File: config.mk
export PLATFORM = sky130hd
export DESIGN_NAME = fwps_ram
export DESIGN_NICKNAME = d
export VERILOG_FILES = /design/src/rtl/fwps_ram.sv
export SDC_FILE = /design/constraint.sdc
export NUM_CORES = 1
export LEC_CHECK = 0
export ABC_AREA = 1
export BUFFER_PORTS_ARGS = -buffer_cell sky130_fd_sc_hd__buf_2
export CORE_MARGIN = 4
export CORE_UTILIZATION = 45
export CTS_CLUSTER_SIZE = 8
export DETAILED_ROUTE_END_ITERATION = 10
export GPL_ROUTABILITY_DRIVEN = 1
export SETUP_SLACK_MARGIN = 0.5
export SLEW_MARGIN = 20
export SYNTH_ARGS = -nofsm -noshare
export SYNTH_HDL_FRONTEND = slang
export SYNTH_SLANG_ARGS = --single-unit
File: constraint.sdc
create_clock -name clk -period 1.3 [get_ports clk]
set_input_delay 0.065 -clock clk [delete_from_list [all_inputs] [get_ports clk]]
set_output_delay 0.065 -clock clk [all_outputs]
set_load 0.01 [all_outputs]
File: src/rtl/fwps_ram.sv
// Generic single-write, single-read synchronous RAM with registered read data.
module fwps_ram #(
    parameter int WIDTH = 16,
    parameter int DEPTH = 16
) (
    input  logic                     clk,
    input  logic                     we,
    input  logic [$clog2(DEPTH)-1:0] waddr,
    input  logic [WIDTH-1:0]         wdata,
    input  logic [$clog2(DEPTH)-1:0] raddr,
    output logic [WIDTH-1:0]         rdata
);

    logic [WIDTH-1:0] mem [DEPTH];

    always_ff @(posedge clk)
    begin
        if (we)
        begin
            mem[waddr] <= wdata;
        end
        rdata <= mem[raddr];
    end

endmodule

==> results.yml, run 1 <==
run_status:
  status: "complete, no violations"
pwr:
  clock_power_share_pct: 45.0
  p_leak_nw: 6.08
  switching_share_pct: 22.0
  seqPwrFrac_pct: 47.7
  switchingPower_mw: 4.55
  vdd.ir_drop.worst_uv: 713
  comb_power_share_pct: 7.3
  p_per_area_nw_per_um2: 1440
  internal_power_mw: 16.2
routing:
  first_iter_violations: 562
  first_pass_iters: 5
  wirelength_mm: 27.5
  wl_per_cell_um: 18.1
  viasPerCell: 4.90
  drc: 0
  num_vias: 7438
  ant_nets: 0
floorplan:
  die_w_um: 167
  dieArea_sq_um: 27900
  die_h_um: 167
  initial_utilization_pct: 46.3
  core_area_sq_um: 24600
  rows: 57
  ios: 42
worst_setup_path:
  critPathBufInv: 1
  cp_max_fo: 1
  cp.arrival_ps: 970
  path_cells: "buf_6"
  rr_startpoint: "mem[10][9]"
  r2r_cells: 6
  worst_setup_path_start_kind: "flip-flop"
  path_delay_family: "flip-flops"
  cpPeakStageDelay_ps: 350
  worst_setup_path_end_kind: "primary output"
  critPathKind: "reg -> out"
  crit_slowest_cell: "dfxtp_4"
  crit_path_start: "rdata[6]"
  cp.depth: 1
  cp.required_ps: 1240
clock_tree:
  root_buffer: "clkbuf_16"
  clk_path_buf_depth: 3
  path_clk_slew_ps: 50
  clock-sinks: 272
  post-cts-setup-buffers: 0
  cts_buffers: 39
  cts_tree: "done"
  htree_levels: 2
  worstSkewPairLatency_ps: 520
synthesis:
  synth.avg_cell_area_sq_um: 10.6
  synth-seq-cells: 272
  ys_warn_count: 0
  ys_seq_area_share_pct: 70.4
  syn_area_sq_um: 11400
  synth.top_cell.area_share_pct: 67.5
  ys_types: 13
  synth_nets: 1100
  yosys.area.top_type: "edfxtp_1"
  synthTopCellsByArea: "edfxtp_1 (68%), nand2_1 (11%), nand3_1 (8.5%)"
  syn_inst: 1074
sta:
  worst_pin_slew_ps: 449
  slew_viol_final: 0
  maxSlewHeadroom_pct: 70.1
  hold_viol: 0
  fmax_mhz: 963
  tns_ps: 0
  worst_clock_skew_ps: 13.5
  period_share_pct: 79.9
  setup_viol: 0
  layout_min_cycle_time_ps: 1040
  rsz0062_at_grt: "yes"
placement:
  place_hpwl_mm: 15.7
  gp_congestion: 0.763
  portBuffers: 41
  place_inst: 1432
grt:
  grt_max_degree: 58
  overflow: 0
  grt_pass1_wl_mm: 42.6
  antenna_found_initial: 0
  track_usage_pct: 19.7
  grt_pass1_vias: 7187
layout:
  final_common_cell: "nand2_1"
  synthToLayoutAreaGrowth_pct: 26.5
  layout_common_cells: "nand2_1 (327), edfxtp_1 (256), inv_1 (194)"
  nFillCells: 1971
  drive_gt1_share_pct: 22.5
  nets: 1192
  final_cells: 1518
  fin_util_pct: 58.5
  diodes: 0
worst_hold_path:
  min_path_type: "in -> reg"
  min_from: "raddr[3]"
  holdPathStages: 4
flow_run:
  maxCapViolCount: 0
==> metal layers <==
layer | wire (um) | global-route usage, % | vias up
li1 | - | - | 3657
met1 | 12900 | 29.0 | 3566
met2 | 12900 | 30.8 | 176
met3 | 1190 | 2.68 | 39
met4 | 495 | 5.59 | 0
met5 | 0 | 0 | -
==> Yosys cell counts (all sizes together) <==
| cell | number |
|---|---|
| nand2 | 341 |
| edfxtp | 256 |
| inv | 198 |
| nand3 | 193 |
| buf | 41 |
| nor2 | 17 |
| dfxtp | 16 |
| clkbuf | 10 |
| nand3b | 2 |
==> repair_timing <==
item / CTS / global route
hold buffers: 17 / 0
pin swaps: 48 / 73
gates cloned: 0 / 0
gates resized for setup: 61 / 69
endpoints found under the setup margin: 32 / 32
endpoints found under the hold margin: 259 / 0
==> area by class of cell <==
type | count | area [sq um] | area share, %
Sequential cell | 272 | 8030 | 55.7
Multi-Input combinational cell | 553 | 3010 | 20.9
Clock buffer | 69 | 1130 | 7.85
Timing Repair Buffer | 102 | 1080 | 7.48
Inverter | 198 | 753 | 5.23
Tap cell | 324 | 405 | 2.81
==> metrics by stage <==
step	area, sq um	hold WS [ps]	power [mW]	worst slack [ps]
finish	14400	99.4	20.7	261
global route	14400	117	21.5	241
CTS	14100	74.5	20.8	248
detailed placement	12500	424	11.3	74.9
global placement	12500	423	11.3	84.8
floorplan	11600	164	10.8	156
==> state kept, by name, summed over array words and instances, names as in the netlist <==
| name | cells |
|---|---|
| mem | 256 |
| rdata | 16 |
==> path summary, 6_finish.rpt <==
check / slack (ps) / to
worst min-delay path: 100 / rdata[5]
worst max register to register: 340 / rdata[9]
worst max-delay path: 260 / rdata[6]
worst min register to register: 660 / rdata[5]
==> logic make-up (layout without fill, tap and decap cells) <==
group                  count (synthesis)  in the layout  synth area share (%)
buffers and inverters                249            369                  9.21
and+or+nand+nor                      553            553                  20.4
DFF                                  272            272                  70.4
==> power by group through the flow <==
stage                     sequential (mW)  clock [mW]  combinational [mW]
final                                9.89        9.32                1.52
after CTS                            9.89        9.46                1.44
after global routing                 9.90        9.89                1.67
after detailed placement             10.0           0                1.30
after floorplan                      10.1           0               0.705
after global placement               10.0           0                1.29
No activity file was read; power rests on OpenSTA's default activity.
==> run 2, diff against run 1 <==
--- a/config.mk
+++ b/config.mk
@@ -5,7 +5,7 @@
 export SDC_FILE = /design/constraint.sdc
 export NUM_CORES = 1
 export LEC_CHECK = 0
-export ABC_AREA = 1
+export ABC_AREA = 0
 export BUFFER_PORTS_ARGS = -buffer_cell sky130_fd_sc_hd__buf_2
 export CORE_MARGIN = 4
 export CORE_UTILIZATION = 45
==> constraint.sdc (replaced) <==
create_clock -name clk -period 1 [get_ports clk]
set_input_delay 0.05 -clock clk [delete_from_list [all_inputs] [get_ports clk]]
set_output_delay 0.05 -clock clk [all_outputs]
set_load 0.01 [all_outputs]
==> run 2 against run 1 <==
  * The flow now finishes with violations (hold timing, setup timing)
  * Critical path depth up 2
  * Clock-buffer cell count unchanged
  * Combinational power up 7%
  * Power up 28%
  * Clock skew up 6.7 ps
  * Register-to-register slack worse by 600 ps
  * First-iteration DRC count down 28%
  * Non-clock buffer count up 21
==> results.yml, run 2 <==
sta:
  slew_viol_final: 0
  rsz0062_at_grt: "yes"
  whs_ps: -84.5
  maxSlewHeadroom_pct: 72.1
  worst_pin_slew_ps: 418
  fmax_mhz: 791
  setup_viol: 39
  period_share_pct: 126
  tns_ps: -3610
  worst_clock_skew_ps: 20.1
  setup_ws_ps: -265
  hold_viol: 256
  layout_min_cycle_time_ps: 1260
layout:
  ff_latch_area_sq_um: 8020
  nets: 601
  multiInputGateArea_sq_um: 2170
  final_cells: 885
  reg_top3: "mem (256), rdata (16)"
  layout_common_cells: "edfxtp_1 (256), mux4_2 (64), clkbuf_16 (41)"
  synthToLayoutAreaGrowth_pct: 32.0
  largest_reg_flops: 256
  diodes: 0
  top_register: "mem"
  final_common_cell: "edfxtp_1"
  nFillCells: 1539
  drive_gt1_share_pct: 47.3
grt:
  use_met2_pct: 31.7
  grtUsageMet1_pct: 27.0
  gr-max-usage-layer: "met2"
  grt_max_degree: 31
  antenna_found_initial: 0
  grt_pass1_wl_mm: 34.4
  overflow: 0
  grt_pass1_vias: 5243
  track_usage_pct: 19.4
  met3_usage_pct: 4.56
run_status:
  status: "complete, but fails checks"
  violations: "hold timing, setup timing"
synthesis:
  synth-async-reset-ratio_pct: 0
  ys_seq_area_share_pct: 79.7
  synth_common_cells: "edfxtp_1 (256), mux4_2 (54), a22oi_1 (32)"
  synth.avg_cell_area_sq_um: 23.2
  synthTopCellsByArea: "edfxtp_1 (77%), mux4_2 (12%), dfxtp_1 (3.2%)"
  synth-seq-cells: 272
  yosysMostFrequentCell: "edfxtp_1"
  synth-main-ff-cell: "edfxtp_1"
  yosys.area.top_type: "edfxtp_1"
  syn_inst: 432
  synth-edff-count: 256
  synth_nets: 458
  ys_warn_count: 0
  ys_types: 19
  syn_area_sq_um: 10000
  synth.top_cell.area_share_pct: 76.5
worst_setup_path:
  worst_setup_path_start_kind: "flip-flop"
  path_delay_family: "multiplexers"
  cp_max_fo: 1
  crit_slowest_cell: "mux4_2"
  cpPeakStageDelay_ps: 510
  cp.required_ps: 1380
  critPathKind: "reg -> reg"
  worst_setup_path_end_kind: "flip-flop"
  cp.arrival_ps: 1640
  path_cells: "mux4_2 > a22oi_2 > nand2_1"
  critPathBufInv: 0
routing:
  wl_per_cell_um: 26.2
  first_iter_violations: 403
  first_pass_iters: 4
  wirelength_mm: 23.2
  num_vias: 4948
  viasPerCell: 5.59
  drc: 0
  ant_nets: 0
clock_tree:
  htree_levels: 2
  cts_buffers: 39
  clk_path_buf_depth: 3
  root_buffer: "clkbuf_16"
  path_clk_slew_ps: 50
  clock-sinks: 272
  worstSkewPairLatency_ps: 510
  cts_tree: "done"
floorplan:
  core_area_sq_um: 21900
  initial_utilization_pct: 45.9
  die_w_um: 157
  dieArea_sq_um: 24800
  ios: 42
  rows: 54
  die_h_um: 157
pwr:
  vdd.ir_drop.worst_uv: 1760
  p_leak_nw: 4.40
  p_per_area_nw_per_um2: 2000
  finalPower_mw: 26.5
flow_run:
  maxCapViolCount: 0
placement:
  place_hpwl_mm: 12.2
  gp_congestion: 0.725
  place_inst: 784
  portBuffers: 41
worst_hold_path:
  min_path_type: "in -> reg"
run 2: final timing paths:
check	start	endpoint	slack [ps]	cells past startpoint
max	mem[7][12]	rdata[12]	-260	3
min	wdata[0]	mem[9][0]	-80	1
max reg2reg	mem[7][12]	rdata[12]	-260	3
min reg2reg	mem[4][1]	rdata[1]	670	3
run 2: report_power, final:
group,internal (mW),switching [mW]
logic,0.828,0.807
registers,12.8,0.0905
clock network,7.46,4.49
run 2: layout make-up:
class                      instances  area share, %
sequential                       272           60.5
multi-input combinational        139           16.4
timing repair buffer             123           11.9
clock buffer                      69           8.37
tap                              280           2.64
clock inverter                     2          0.189
run 2: timing repair:
| action | in CTS | in global routing |
|---|---|---|
| gates resized for setup | 67 | 17 |
| setup buffers | 19 | 4 |
| cloned | 7 | 0 |
| endpoints found under the setup margin | 288 | 288 |
| endpoints found under the hold margin | 256 | 256 |
| pin swaps | 10 | 2 |
run 2: through the flow:
stage	setup WS [ps]	hold slack [ps]	util, %	area [sq um]
floorplan	-380	149	-	10200
global placement	-415	411	52.0	11400
detailed placement	-421	437	52.0	11400
CTS	-275	-104	60.1	13100
global route	-296	-96.9	60.5	13300
finish	-265	-84.5	60.5	13300
run 2: per-layer routing:
layer  vias up  share of wire (%)
met1      2598                 40
li1       2135                  -
met3        41                8.1
met4         0                1.8
met5         -                  0
met2       174                 50
run 2: cell families (layout without fill, tap and decap cells):
family	count (synthesis)	after routing	share of synthesized area, %
compound gates	32	32	2.39
simple gates	43	43	1.92
flops	272	272	79.7
mux	64	64	14.7
buf+inv	21	194	1.23
