**src/rtl/fwps_pkg.sv**
```systemverilog
// Package with the shared constants and types of the frame window progress scoreboard.
package fwps_pkg;

    localparam int FRAME_WINDOW = 8;
    localparam int MAX_SYMBOLS  = 32;
    localparam int NUM_KINDS    = 12;

    localparam int SLOT_W  = (FRAME_WINDOW > 1) ? $clog2(FRAME_WINDOW) : 1;
    localparam int SYM_W   = 5;
    localparam int KIND_W  = 4;
    localparam int SYMA_W  = (MAX_SYMBOLS >= 32) ? SYM_W :
                             ((MAX_SYMBOLS > 1) ? $clog2(MAX_SYMBOLS) : 1);
    localparam int ROW_W   = SYMA_W + KIND_W;
    localparam int PADDR_W = SLOT_W + ROW_W;
    localparam int PDEPTH  = FRAME_WINDOW * (2 ** ROW_W);
    localparam int CNT_W   = 16;
    localparam int TWORD_W = CNT_W + 1;

    localparam logic [1:0] OP_ADD  = 2'd0;
    localparam logic [1:0] OP_READ = 2'd1;
    localparam logic [1:0] OP_TASK = 2'd2;

    localparam logic [KIND_W-1:0] KIND_TIME  = 4'd0;
    localparam logic [KIND_W-1:0] KIND_PILOT = 4'd1;
    localparam logic [KIND_W-1:0] KIND_ZF    = 4'd3;

    localparam logic [2:0] REG_TIME_SAMPLES = 3'd0;
    localparam logic [2:0] REG_TASKS        = 3'd1;
    localparam logic [2:0] REG_USERS        = 3'd2;
    localparam logic [2:0] REG_ZF_START     = 3'd3;
    localparam logic [2:0] REG_ZF_END       = 3'd4;

    typedef struct packed {
        logic [15:0] time_samples_per_symbol;
        logic [15:0] tasks_per_frame;
        logic [11:0] users_count;
        logic [11:0] zf_range_start;
        logic [11:0] zf_range_end;
    } cfg_t;

endpackage

```
**src/rtl/fwps_engine.sv**
```systemverilog
// Sequencer and datapath that read, modify and write back the scoreboard memories.
module fwps_engine (
    input  logic                             clk,
    input  logic                             rst_n,
    input  fwps_pkg::cfg_t                   cfg,
    input  logic                             start,
    output logic                             busy,
    input  logic [1:0]                       op,
    input  logic [3:0]                       kind,
    input  logic [31:0]                      frame_number,
    input  logic [4:0]                       symbol_index,
    input  logic [11:0]                      amount,
    input  logic [11:0]                      sc_index,
    output logic                             result_valid,
    output logic                             in_window,
    output logic [15:0]                      count,
    output logic                             encode_ready,
    output logic                             frame_done,
    output logic [31:0]                      window_base,
    output logic                             p_we,
    output logic [fwps_pkg::PADDR_W-1:0]     p_waddr,
    output logic [fwps_pkg::CNT_W-1:0]       p_wdata,
    output logic [fwps_pkg::PADDR_W-1:0]     p_raddr,
    input  logic [fwps_pkg::CNT_W-1:0]       p_rdata,
    output logic                             t_we,
    output logic [fwps_pkg::SLOT_W-1:0]      t_waddr,
    output logic [fwps_pkg::TWORD_W-1:0]     t_wdata,
    output logic [fwps_pkg::SLOT_W-1:0]      t_raddr,
    input  logic [fwps_pkg::TWORD_W-1:0]     t_rdata
);

    localparam logic [2:0] ST_INIT = 3'd0;
    localparam logic [2:0] ST_IDLE = 3'd1;
    localparam logic [2:0] ST_EXEC = 3'd2;
    localparam logic [2:0] ST_RCHK = 3'd3;
    localparam logic [2:0] ST_RCMP = 3'd4;
    localparam logic [2:0] ST_RCLR = 3'd5;

    localparam int SW = fwps_pkg::SLOT_W;
    localparam int RW = fwps_pkg::ROW_W;
    localparam int PW = fwps_pkg::PADDR_W;
    localparam int NW = SW + 1;
    localparam logic [SW:0] FW_EXT = (SW + 1)'(fwps_pkg::FRAME_WINDOW);
    localparam logic [NW-1:0] FW_N = NW'(fwps_pkg::FRAME_WINDOW);
    localparam logic [SW-1:0] LAST_SLOT = SW'(fwps_pkg::FRAME_WINDOW - 1);

    logic [2:0]     state_reg, state_next;
    logic [31:0]    base_reg, base_next;
    logic [SW-1:0]  bslot_reg, bslot_next;
    logic [PW-1:0]  sweep_reg, sweep_next;
    logic [NW-1:0]  nret_reg, nret_next;
    logic           selfclr_reg, selfclr_next;

    logic [1:0]     op_reg;
    logic [3:0]     kind_reg;
    logic           sym0_reg;
    logic           valid_reg;
    logic [12:0]    inc_reg;
    logic [SW-1:0]  slot_reg;

    logic           ov_reg, ov_next;
    logic           oin_reg, oin_next;
    logic [15:0]    ocnt_reg, ocnt_next;
    logic           ordy_reg, ordy_next;
    logic           odone_reg, odone_next;
    logic [31:0]    obase_reg, obase_next;

    // Window test and slot of the incoming word.
    logic [31:0]    diff;
    logic           win_hit;
    logic [SW:0]    slot_sum;
    logic [SW-1:0]  slot_in;
    logic           per_frame;
    logic [4:0]     sym_eff;
    logic           row_ok;
    logic [12:0]    zf_lo, zf_hi, inc_in;
    logic           accept;

    assign accept    = start && (state_reg == ST_IDLE);
    assign diff      = frame_number - base_reg;
    assign win_hit   = (frame_number >= base_reg) && (diff < 32'(fwps_pkg::FRAME_WINDOW));
    assign slot_sum  = {1'b0, bslot_reg} + {1'b0, diff[SW-1:0]};
    assign slot_in   = (slot_sum >= FW_EXT) ? SW'(slot_sum - FW_EXT) : slot_sum[SW-1:0];
    assign per_frame = (kind == fwps_pkg::KIND_PILOT) || (kind == fwps_pkg::KIND_ZF);
    assign sym_eff   = per_frame ? 5'd0 : symbol_index;
    assign row_ok    = (kind < 4'(fwps_pkg::NUM_KINDS)) &&
                       (6'(sym_eff) < 6'(fwps_pkg::MAX_SYMBOLS));

    // Zero-forcing overlap of [sc, sc + users) with the configured range.
    always_comb
    begin
        zf_lo = (sc_index > cfg.zf_range_start) ? {1'b0, sc_index} : {1'b0, cfg.zf_range_start};
        zf_hi = {1'b0, sc_index} + {1'b0, cfg.users_count};
        if (zf_hi > {1'b0, cfg.zf_range_end})
        begin
            zf_hi = {1'b0, cfg.zf_range_end};
        end
        if (kind == fwps_pkg::KIND_ZF)
        begin
            inc_in = (zf_hi > zf_lo) ? (zf_hi - zf_lo) : 13'd0;
        end
        else
        begin
            inc_in = {1'b0, amount};
        end
    end

    // Execute-stage arithmetic.
    logic [16:0] psum;
    logic [15:0] pnew;
    logic [16:0] tsum;
    logic [15:0] tnew;
    logic        set_rdy;

    assign psum    = {1'b0, p_rdata} + {4'b0, inc_reg};
    assign pnew    = psum[16] ? 16'hFFFF : psum[15:0];
    assign tsum    = {1'b0, t_rdata[15:0]} + 17'd1;
    assign tnew    = tsum[16] ? 16'hFFFF : tsum[15:0];
    assign set_rdy = valid_reg && (op_reg == fwps_pkg::OP_ADD) &&
                     (kind_reg == fwps_pkg::KIND_TIME) && sym0_reg &&
                     (pnew == cfg.time_samples_per_symbol);

    always_comb
    begin
        state_next   = state_reg;
        base_next    = base_reg;
        bslot_next   = bslot_reg;
        sweep_next   = sweep_reg;
        nret_next    = nret_reg;
        selfclr_next = selfclr_reg;
        ov_next      = 1'b0;
        oin_next     = oin_reg;
        ocnt_next    = ocnt_reg;
        ordy_next    = ordy_reg;
        odone_next   = odone_reg;
        obase_next   = obase_reg;
        p_we         = 1'b0;
        p_waddr      = sweep_reg;
        p_wdata      = '0;
        p_raddr      = {slot_in, sym_eff[fwps_pkg::SYMA_W-1:0], kind};
        t_we         = 1'b0;
        t_waddr      = slot_reg;
        t_wdata      = '0;
        t_raddr      = slot_in;

        case (state_reg)
            ST_INIT:
            begin
                // Clear both memories after reset, one progress entry a cycle.
                p_we = 1'b1;
                if ((sweep_reg[RW-1:0] == '0) && (sweep_reg[PW-1 -: SW] <= LAST_SLOT))
                begin
                    t_we    = 1'b1;
                    t_waddr = sweep_reg[PW-1 -: SW];
                end
                sweep_next = sweep_reg + 1'b1;
                if (sweep_reg == PW'(fwps_pkg::PDEPTH - 1))
                begin
                    state_next = ST_IDLE;
                end
            end
            ST_IDLE:
            begin
                if (start)
                begin
                    if (win_hit)
                    begin
                        state_next = ST_EXEC;
                    end
                    else
                    begin
                        ov_next    = 1'b1;
                        oin_next   = 1'b0;
                        ocnt_next  = '0;
                        ordy_next  = 1'b0;
                        odone_next = 1'b0;
                        obase_next = base_reg;
                    end
                end
            end
            ST_EXEC:
            begin
                oin_next   = 1'b1;
                obase_next = base_reg;
                if (op_reg == fwps_pkg::OP_TASK)
                begin
                    t_we       = 1'b1;
                    t_wdata    = {t_rdata[16], tnew};
                    ocnt_next  = tnew;
                    ordy_next  = t_rdata[16];
                    odone_next = (tnew == cfg.tasks_per_frame);
                    if (tnew == cfg.tasks_per_frame)
                    begin
                        nret_next    = '0;
                        selfclr_next = 1'b0;
                        state_next   = ST_RCHK;
                    end
                    else
                    begin
                        ov_next    = 1'b1;
                        state_next = ST_IDLE;
                    end
                end
                else
                begin
                    if (valid_reg && (op_reg == fwps_pkg::OP_ADD))
                    begin
                        p_we    = 1'b1;
                        p_waddr = {slot_reg, sweep_reg[RW-1:0]};
                        p_wdata = pnew;
                    end
                    if (set_rdy)
                    begin
                        t_we    = 1'b1;
                        t_wdata = {1'b1, t_rdata[15:0]};
                    end
                    if (!valid_reg)
                    begin
                        ocnt_next = '0;
                    end
                    else if (op_reg == fwps_pkg::OP_ADD)
                    begin
                        ocnt_next = pnew;
                    end
                    else
                    begin
                        ocnt_next = p_rdata;
                    end
                    ordy_next  = t_rdata[16] || set_rdy;
                    odone_next = (t_rdata[15:0] == cfg.tasks_per_frame);
                    ov_next    = 1'b1;
                    state_next = ST_IDLE;
                end
            end
            ST_RCHK:
            begin
                t_raddr    = bslot_reg;
                state_next = ST_RCMP;
            end
            ST_RCMP:
            begin
                if ((t_rdata[15:0] == cfg.tasks_per_frame) && (nret_reg < FW_N))
                begin
                    sweep_next = '0;
                    if (bslot_reg == slot_reg)
                    begin
                        selfclr_next = 1'b1;
                    end
                    state_next = ST_RCLR;
                end
                else
                begin
                    ov_next    = 1'b1;
                    ordy_next  = ordy_reg && !selfclr_reg;
                    obase_next = base_reg;
                    state_next = ST_IDLE;
                end
            end
            ST_RCLR:
            begin
                // Walk every row of the retiring slot.
                p_we       = 1'b1;
                p_waddr    = {bslot_reg, sweep_reg[RW-1:0]};
                t_we       = (sweep_reg[RW-1:0] == '0);
                t_waddr    = bslot_reg;
                sweep_next = sweep_reg + 1'b1;
                if (sweep_reg[RW-1:0] == {RW{1'b1}})
                begin
                    base_next  = base_reg + 32'd1;
                    bslot_next = ((bslot_reg == LAST_SLOT) || (base_reg == 32'hFFFF_FFFF)) ?
                                 '0 : bslot_reg + 1'b1;
                    nret_next  = nret_reg + 1'b1;
                    state_next = ST_RCHK;
                end
            end
            default:
            begin
                state_next = ST_IDLE;
            end
        endcase
    end

    always_ff @(posedge clk or negedge rst_n)
    begin
        if (!rst_n)
        begin
            state_reg   <= ST_INIT;
            base_reg    <= '0;
            bslot_reg   <= '0;
            sweep_reg   <= '0;
            nret_reg    <= '0;
            selfclr_reg <= 1'b0;
            ov_reg      <= 1'b0;
            oin_reg     <= 1'b0;
            ocnt_reg    <= '0;
            ordy_reg    <= 1'b0;
            odone_reg   <= 1'b0;
            obase_reg   <= '0;
        end
        else
        begin
            state_reg   <= state_next;
            base_reg    <= base_next;
            bslot_reg   <= bslot_next;
            sweep_reg   <= (accept) ? {{SW{1'b0}}, sym_eff[fwps_pkg::SYMA_W-1:0], kind}
                                    : sweep_next;
            nret_reg    <= nret_next;
            selfclr_reg <= selfclr_next;
            ov_reg      <= ov_next;
            oin_reg     <= oin_next;
            ocnt_reg    <= ocnt_next;
            ordy_reg    <= ordy_next;
            odone_reg   <= odone_next;
            obase_reg   <= obase_next;
        end
    end

    // Word fields held for the execute stage.
    always_ff @(posedge clk)
    begin
        if (accept)
        begin
            op_reg    <= op;
            kind_reg  <= kind;
            sym0_reg  <= (sym_eff == 5'd0);
            valid_reg <= row_ok;
            inc_reg   <= inc_in;
            slot_reg  <= slot_in;
        end
    end

    assign busy         = (state_reg != ST_IDLE);
    assign result_valid = ov_reg;
    assign in_window    = oin_reg;
    assign count        = ocnt_reg;
    assign encode_ready = ordy_reg;
    assign frame_done   = odone_reg;
    assign window_base  = obase_reg;

endmodule

```
**config.mk**
```make
export PLATFORM = sky130hd
export DESIGN_NAME = fwps_engine
export DESIGN_NICKNAME = d
export VERILOG_FILES = /design/src/rtl/fwps_pkg.sv /design/src/rtl/fwps_engine.sv
export SDC_FILE = /design/constraint.sdc
export NUM_CORES = 1
export LEC_CHECK = 0
export BUFFER_PORTS_ARGS = -buffer_cell sky130_fd_sc_hd__buf_4
export CORE_UTILIZATION = 59
export CTS_BUF_LIST = sky130_fd_sc_hd__clkbuf_16
export DETAILED_ROUTE_END_ITERATION = 10
export PLACE_DENSITY = 0.83
export REMOVE_ABC_BUFFERS = 1
export SLEW_MARGIN = 10
export SYNTH_ARGS = -nofsm -noshare
export SYNTH_HDL_FRONTEND = slang
export SYNTH_SLANG_ARGS = --single-unit
```
**constraint.sdc**
```tcl
create_clock -name clk -period 5.6 [get_ports clk]
set_input_delay 0.28 -clock clk [delete_from_list [all_inputs] [get_ports clk]]
set_output_delay 0.28 -clock clk [all_outputs]
set_load 0.03 [all_outputs]
```
==> results of run 1 <==
==> cells by family (layout without fill, tap and decap cells) <==
group / count (synthesis) / count (layout) / synth area share (%)
xor gates and xnor gates: 115 / 115 / 7.84
and+or+nand+nor: 511 / 511 / 20.0
adders and majority gates: 107 / 107 / 10.7
AOI/OAI and AO/OA: 433 / 433 / 22.4
muxes: 74 / 74 / 6.36
buffers and inverters: 193 / 525 / 6.24
DFF: 131 / 131 / 26.5
other: 0 / 1 / 0
==> repair_timing <==
item,CTS,global route
setup endpoints to repair,13,13
resized for setup,13,52
pin swaps,10,21
cloned,0,1
hold buffers,1,0
setup buffers,16,9
hold endpoints to repair,60,0
==> metal layers <==
layer,share of wire (%),up-vias,global-route usage (%),wire [µm]
li1,-,6336,-,-
met1,41,6466,48.8,17900
met2,46,774,59.3,20000
met3,9.7,115,6.49,4230
met4,3.6,0,13.5,1580
met5,0,-,0,0
==> per-stage QoR <==
step	total power [W]	cell area [µm²]	util [%]	setup slack (ps)
floorplan	0.00168	12500	-	-849
global placement	0.00210	15500	73.1	-648
detailed placement	0.00214	15500	73.1	-1040
CTS	0.00330	16200	76.5	3.38
global route	0.00358	16400	77.7	-439
finish	0.00344	16400	77.7	-285
==> worst max-delay path: cells and delay by family <==
family | cells | cell delay, ps
buf+inv | 4 | 390
xor+xnor | 1 | 190
fa+ha+maj | 5 | 1350
simple gates | 2 | 210
mux | 1 | 200
compound gates | 22 | 3440
==> path summary, 6_finish.rpt <==
path                                        startpoint                           to  cells after the start
max                                            cfg[24]        inc_reg[10]$_DFFE_PP_                     35
min                                              op[0]          op_reg[0]$_DFFE_PP_                      1
max reg2reg                    base_reg[0]$_DFFE_PN0P_   window_base[9]$_DFFE_PN0P_                     15
min reg2reg                window_base[10]$_DFFE_PN0P_  window_base[10]$_DFFE_PN0P_                      1
max in group asynchronous                        rst_n     sweep_reg[0]$_DFFE_PN0P_                      3
min in group asynchronous                        rst_n      base_reg[5]$_DFFE_PN0P_                      2
==> cell type report <==
type / count / area share, %
clock buffer: 18 / 2.74
clock inverter: 14 / 0.852
antenna: 1 / 0.0152
tap: 275 / 2.09
inverter: 120 / 2.74
sequential: 131 / 20.7
timing repair buffer: 373 / 17.1
multi-input combinational: 1240 / 53.8
==> power by group through the flow <==
stage,Sequential [W],Combinational (W),Clock [W]
floorplan,0.00104,0.000644,0
global placement,0.00103,0.00108,0
detailed placement,0.00103,0.00111,0
CTS,0.00101,0.00115,0.00114
global route,0.00101,0.00138,0.00118
finish,0.00101,0.00129,0.00113
==> cell usage in the layout, fill, tap and decap left out, drive strengths merged, types with 43 or more instances in the layout <==
master,n
inv,126
nor2,119
o21ai,101
a21oi,122
mux2,51
buf,372
dfrtp,107
ha,102
nand3,45
nand2,140
xor2,43
xnor2,72
==> impl_metrics.yaml, run 1 <==
status:
  outcome: "finished with violations"
  failed_checks: "setup timing"
placed_design:
  gp_congestion: 0.974
  io_buffers: 288
  hpwl_um: 32400
  place_inst: 2113
sta:
  finalCritPeriodShare_pct: 105
  worst_clock_skew_ps: 13.4
  finalWorstSetupSlack_ps: -285
  fin_setup_tns_ps: -2000
  relSlewSlack_pct: 28.9
  max_clock_freq_ghz: 0.170
  setup_viol: 13
  drv_slew: 0
  holdWs_ps: 35.0
  worst_pin_slew_ps: 1070
  fin_crit_ps: 5880
  rsz0062_at_grt: "true"
  hold_viol: 0
layout:
  layout.cells.non_filler: 2172
  drive_gt1_share_pct: 26.3
  finalNetCount: 2161
  multiInputGateArea_mm2: 0.00884
  fillerInstances: 1498
  seq_area_mm2: 0.00340
  syn_to_final_growth_pct: 28.0
synthesis:
  synth-main-ff-cell: "dfrtp_1"
  synthCells: 1564
  synth_seq_cells: 131
  yosysSeqAreaShare_pct: 26.5
  synth-async-reset-ratio_pct: 81.7
  synth_top_cell_by_area: "dfrtp_1"
  synth_top_area_share_pct: 20.8
  synth.cell_area_mm2: 0.0128
  synth_enable_flop_cells: 24
  yosys-top-cells-area: "dfrtp_1 21%, ha_1 9.9%, edfxtp_1 5.6%"
  avgSynthCellArea_um2: 8.21
  synth_warnings: 0
  synth_commonest_cells: "139 x nand2_1, 119 x inv_1, 113 x a21oi_1, 113 x nor2_1, 107 x dfrtp_1"
  synth_cell_types: 90
  post-synth-top-count-cell: "nand2_1"
power:
  power_frac_clock_pct: 33.0
  powerDensity_mw_per_mm2: 209
  power.net_switching_w: 0.00121
  ir_drop_v: 0.000238
  p_comb_share_pct: 37.5
  seqPwrFrac_pct: 29.5
  internal_power_w: 0.00223
  p_leak_nw: 7.58
  swShare_pct: 35.1
worst_setup_path:
  r2r_setup_slack_ps: 1330
  critPathSlowestCell: "fa_2"
  arrival_ps: 6050
  cpPeakStageDelay_ps: 340
  worst-path-max-fanout: 5
  cpMostUsedCell: "o21ai_2"
  critPathLaunchType: "input port"
  end_kind: "flip-flop"
  required_ps: 5770
  critical_path_class: "input port to flip-flop"
detailed_routing:
  ant_nets: 0
  wl_um: 43700
  dr.pass1.iters: 6
  wl_per_cell_um: 20.1
  drc: 0
  vias: 13700
  vias_per_cell: 6.30
  drt_iter0_drc: 1207
cts:
  cts-buffers-inserted: 17
  cts_max_level: 4
  cts_tree: "yes"
  clockBufferDepth: 2
  clk_latency_ps: 430
  clkTransAtPathRegs_ps: 60
  clock-sinks: 131
  cts_root_buf: "clkbuf_16"
floorplan:
  core_mm2: 0.0212
  io_pins: 289
  die_width_um: 150
  die_h_um: 150
  design.die.area_mm2: 0.0224
  start_util_pct: 60.7
  fp-row-count: 53
grt:
  grt-ovfl-total: 0
  grt.total_usage_pct: 36.7
  grt_max_degree: 62
  grt_pass1_wl_um: 64600
  antenna_found_initial: 1
  grt_pass1_vias: 12700
run:
  cap_violations: 0
min_path:
  hp-class: "input port to flip-flop"
Note: power is estimated with default switching activity, not from simulation.
==> run 2, diff against run 1 <==
--- a/config.mk
+++ b/config.mk
@@ -6,10 +6,12 @@
 export NUM_CORES = 1
 export LEC_CHECK = 0
 export BUFFER_PORTS_ARGS = -buffer_cell sky130_fd_sc_hd__buf_4
-export CORE_UTILIZATION = 59
+export CELL_PAD_IN_SITES_DETAIL_PLACEMENT = 0
+export CELL_PAD_IN_SITES_GLOBAL_PLACEMENT = 2
+export CORE_UTILIZATION = 35
 export CTS_BUF_LIST = sky130_fd_sc_hd__clkbuf_16
 export DETAILED_ROUTE_END_ITERATION = 10
-export PLACE_DENSITY = 0.83
+export PLACE_DENSITY = 0.85
 export REMOVE_ABC_BUFFERS = 1
 export SLEW_MARGIN = 10
 export SYNTH_ARGS = -nofsm -noshare
==> run 2 against run 1 <==
  * Die area increased by 68%
  * Global-route usage decreased by 13 points
  * Cell count increased by 8.5%
  * First-iteration DRC count decreased by 30%
  * Sequential cell count unchanged
  * Register-to-register slack got worse by 250 ps
  * Critical path depth decreased by 4
  * Sequential power about the same
  * Critical path type unchanged
  * Utilization decreased by 31 points
  * The flow now finishes without violations
  * Total power about the same
  * Largest power group unchanged
  * Non-clock buffer count decreased by 2
  * Via count decreased by 4.6%
  * Critical endpoint is now inc_reg[7]$_DFFE_PP_
==> impl_metrics.yaml, run 2 (synthesis results as in run 1) <==
status:
  outcome: "completed"
sta:
  fin_crit_ps: 5370
  worst_pin_slew_ps: 919
  worst_clock_skew_ps: 11.7
  max_clock_freq_ghz: 0.186
  relSlewSlack_pct: 38.8
  drv_slew: 0
  finalCritPeriodShare_pct: 95.8
  hold_viol: 0
  setup_viol: 0
floorplan:
  design.die.area_mm2: 0.0375
  core_mm2: 0.0358
  io_pins: 289
  fp-row-count: 69
  start_util_pct: 35.8
  die_h_um: 194
  die_width_um: 194
worst_setup_path:
  critPathBufInv: 6
  cpMostUsedCell: "buf_4"
  r2r_setup_slack_ps: 1080
  arrival_ps: 5530
  critPathLaunchType: "input port"
  end_kind: "flip-flop"
  worst-path-max-fanout: 6
  timing.rr.start: "base_reg[0]$_DFFE_PN0P_"
  worstReg2RegEnd: "window_base[3]$_DFFE_PN0P_"
  worst-r2r-cell-count: 15
  critPathSlowestCell: "mux2_2"
  critical_path_class: "input port to flip-flop"
  required_ps: 5770
  cp_top_family: "compound AO/OA/AOI/OAI gates"
  cpPeakStageDelay_ps: 330
cts:
  clock-sinks: 131
  cts_tree: "yes"
  cts-buffers-inserted: 17
  clockBufferDepth: 2
  clk_latency_ps: 440
  cts_max_level: 4
  clkTransAtPathRegs_ps: 70
  cts_root_buf: "clkbuf_16"
power:
  powerDensity_mw_per_mm2: 206
  ir_drop_v: 0.000200
  p_leak_nw: 7.60
detailed_routing:
  ant_nets: 0
  wl_um: 45900
  drt_iter0_drc: 840
  dr.pass1.iters: 5
  vias: 13100
  wl_per_cell_um: 19.5
  vias_per_cell: 5.55
  drc: 0
layout:
  drive_gt1_share_pct: 26.3
  layout.cells.non_filler: 2356
  syn_to_final_growth_pct: 29.8
  fin_area_mm2: 0.0167
  fin_util_pct: 46.5
  layout_commonest_cell: "buf_4"
  final_cell_mix: "368 x buf_4, 138 x nand2_1, 119 x inv_1"
  finalNetCount: 2159
grt:
  grt_pass1_vias: 12700
  met1_usage_pct: 35.3
  busiest_layer: "met2"
  grt-ovfl-total: 0
  antenna_found_initial: 1
  globalRouteMet2Util_pct: 36.6
  grt_pass1_wl_um: 71300
  grt.total_usage_pct: 24.1
  gr-usage-met3_pct: 3.12
  grt_max_degree: 63
min_path:
  hold_path_end: "op_reg[1]$_DFFE_PP_"
  hp-class: "input port to flip-flop"
  worstHoldStart: "op[1]"
  whs_path_depth: 1
placed_design:
  hpwl_um: 36600
  place_area_mm2: 0.0158
  gp_congestion: 0.916
  io_buffers: 288
  place_inst: 2307
run:
  cap_violations: 0
-- run 2: cell types whose count changed in the layout (fill, tap and decap cells not counted), sizes merged --
cell,delta
dlygate4sd3,+1
buf,-3
clkinv,-2
bufinv,+1
clkbuf,+1
-- run 2: per-stage QoR --
step           setup TNS (ps)  setup slack, ps  hold WS (ps)  total power, W
2_1_floorplan          -10100             -849         -15.6         0.00168
3_3_place_gp           -10360             -824           363         0.00215
3_5_place_dp           -13320            -1060           363         0.00215
4_1_cts                     0             11.2         0.301         0.00341
5_1_grt                  -616            -86.7          8.68         0.00362
6_report                    0              233          21.5         0.00344
-- run 2: final cells by class --
cell class	instances	area [µm²]
Fill cell	3553	19200
Multi-Input combinational cell	1240	8840
Sequential cell	131	3400
Timing Repair Buffer	371	2790
Tap cell	461	577
Clock buffer	19	475
Inverter	120	450
Clock inverter	13	145
Antenna cell	1	2.50
-- run 2: report_power, final --
part / switching (W) / leakage, nW / internal (W)
Combinational: 0.000656 / 5.60 / 0.000576
Clock: 0.000481 / 0.310 / 0.000714
Sequential: 0.0000217 / 1.69 / 0.000991
-- run 2: how the worst max path moves through the flow --
| stage | startpoint | end | slack, ps | cells past startpoint |
|---|---|---|---|---|
| floorplan | cfg[24] | inc_reg[2]$_DFFE_PP_ | -850 | 31 |
| global placement | sc_index[0] | inc_reg[11]$_DFFE_PP_ | -820 | 34 |
| detailed placement | sc_index[0] | inc_reg[10]$_DFFE_PP_ | -1060 | 35 |
| CTS | sc_index[0] | inc_reg[3]$_DFFE_PP_ | 10 | 33 |
| global route | sc_index[1] | inc_reg[10]$_DFFE_PP_ | -90 | 33 |
| finish | cfg[25] | inc_reg[7]$_DFFE_PP_ | 230 | 31 |
-- run 2: metal layers --
metal / vias up / wire length [µm]
met5: - / 0
met4: 0 / 836
met3: 43 / 2310
met2: 423 / 20300
met1: 6269 / 22500
li1: 6333 / -
-- run 2: repair_timing --
item,4_1_cts,5_1_grt
hold buffers,2,0
endpoints found under the setup margin,13,13
resized for setup,21,40
endpoints found under the hold margin,46,0
cloned,0,1
pin swaps,11,23
setup buffers,10,3
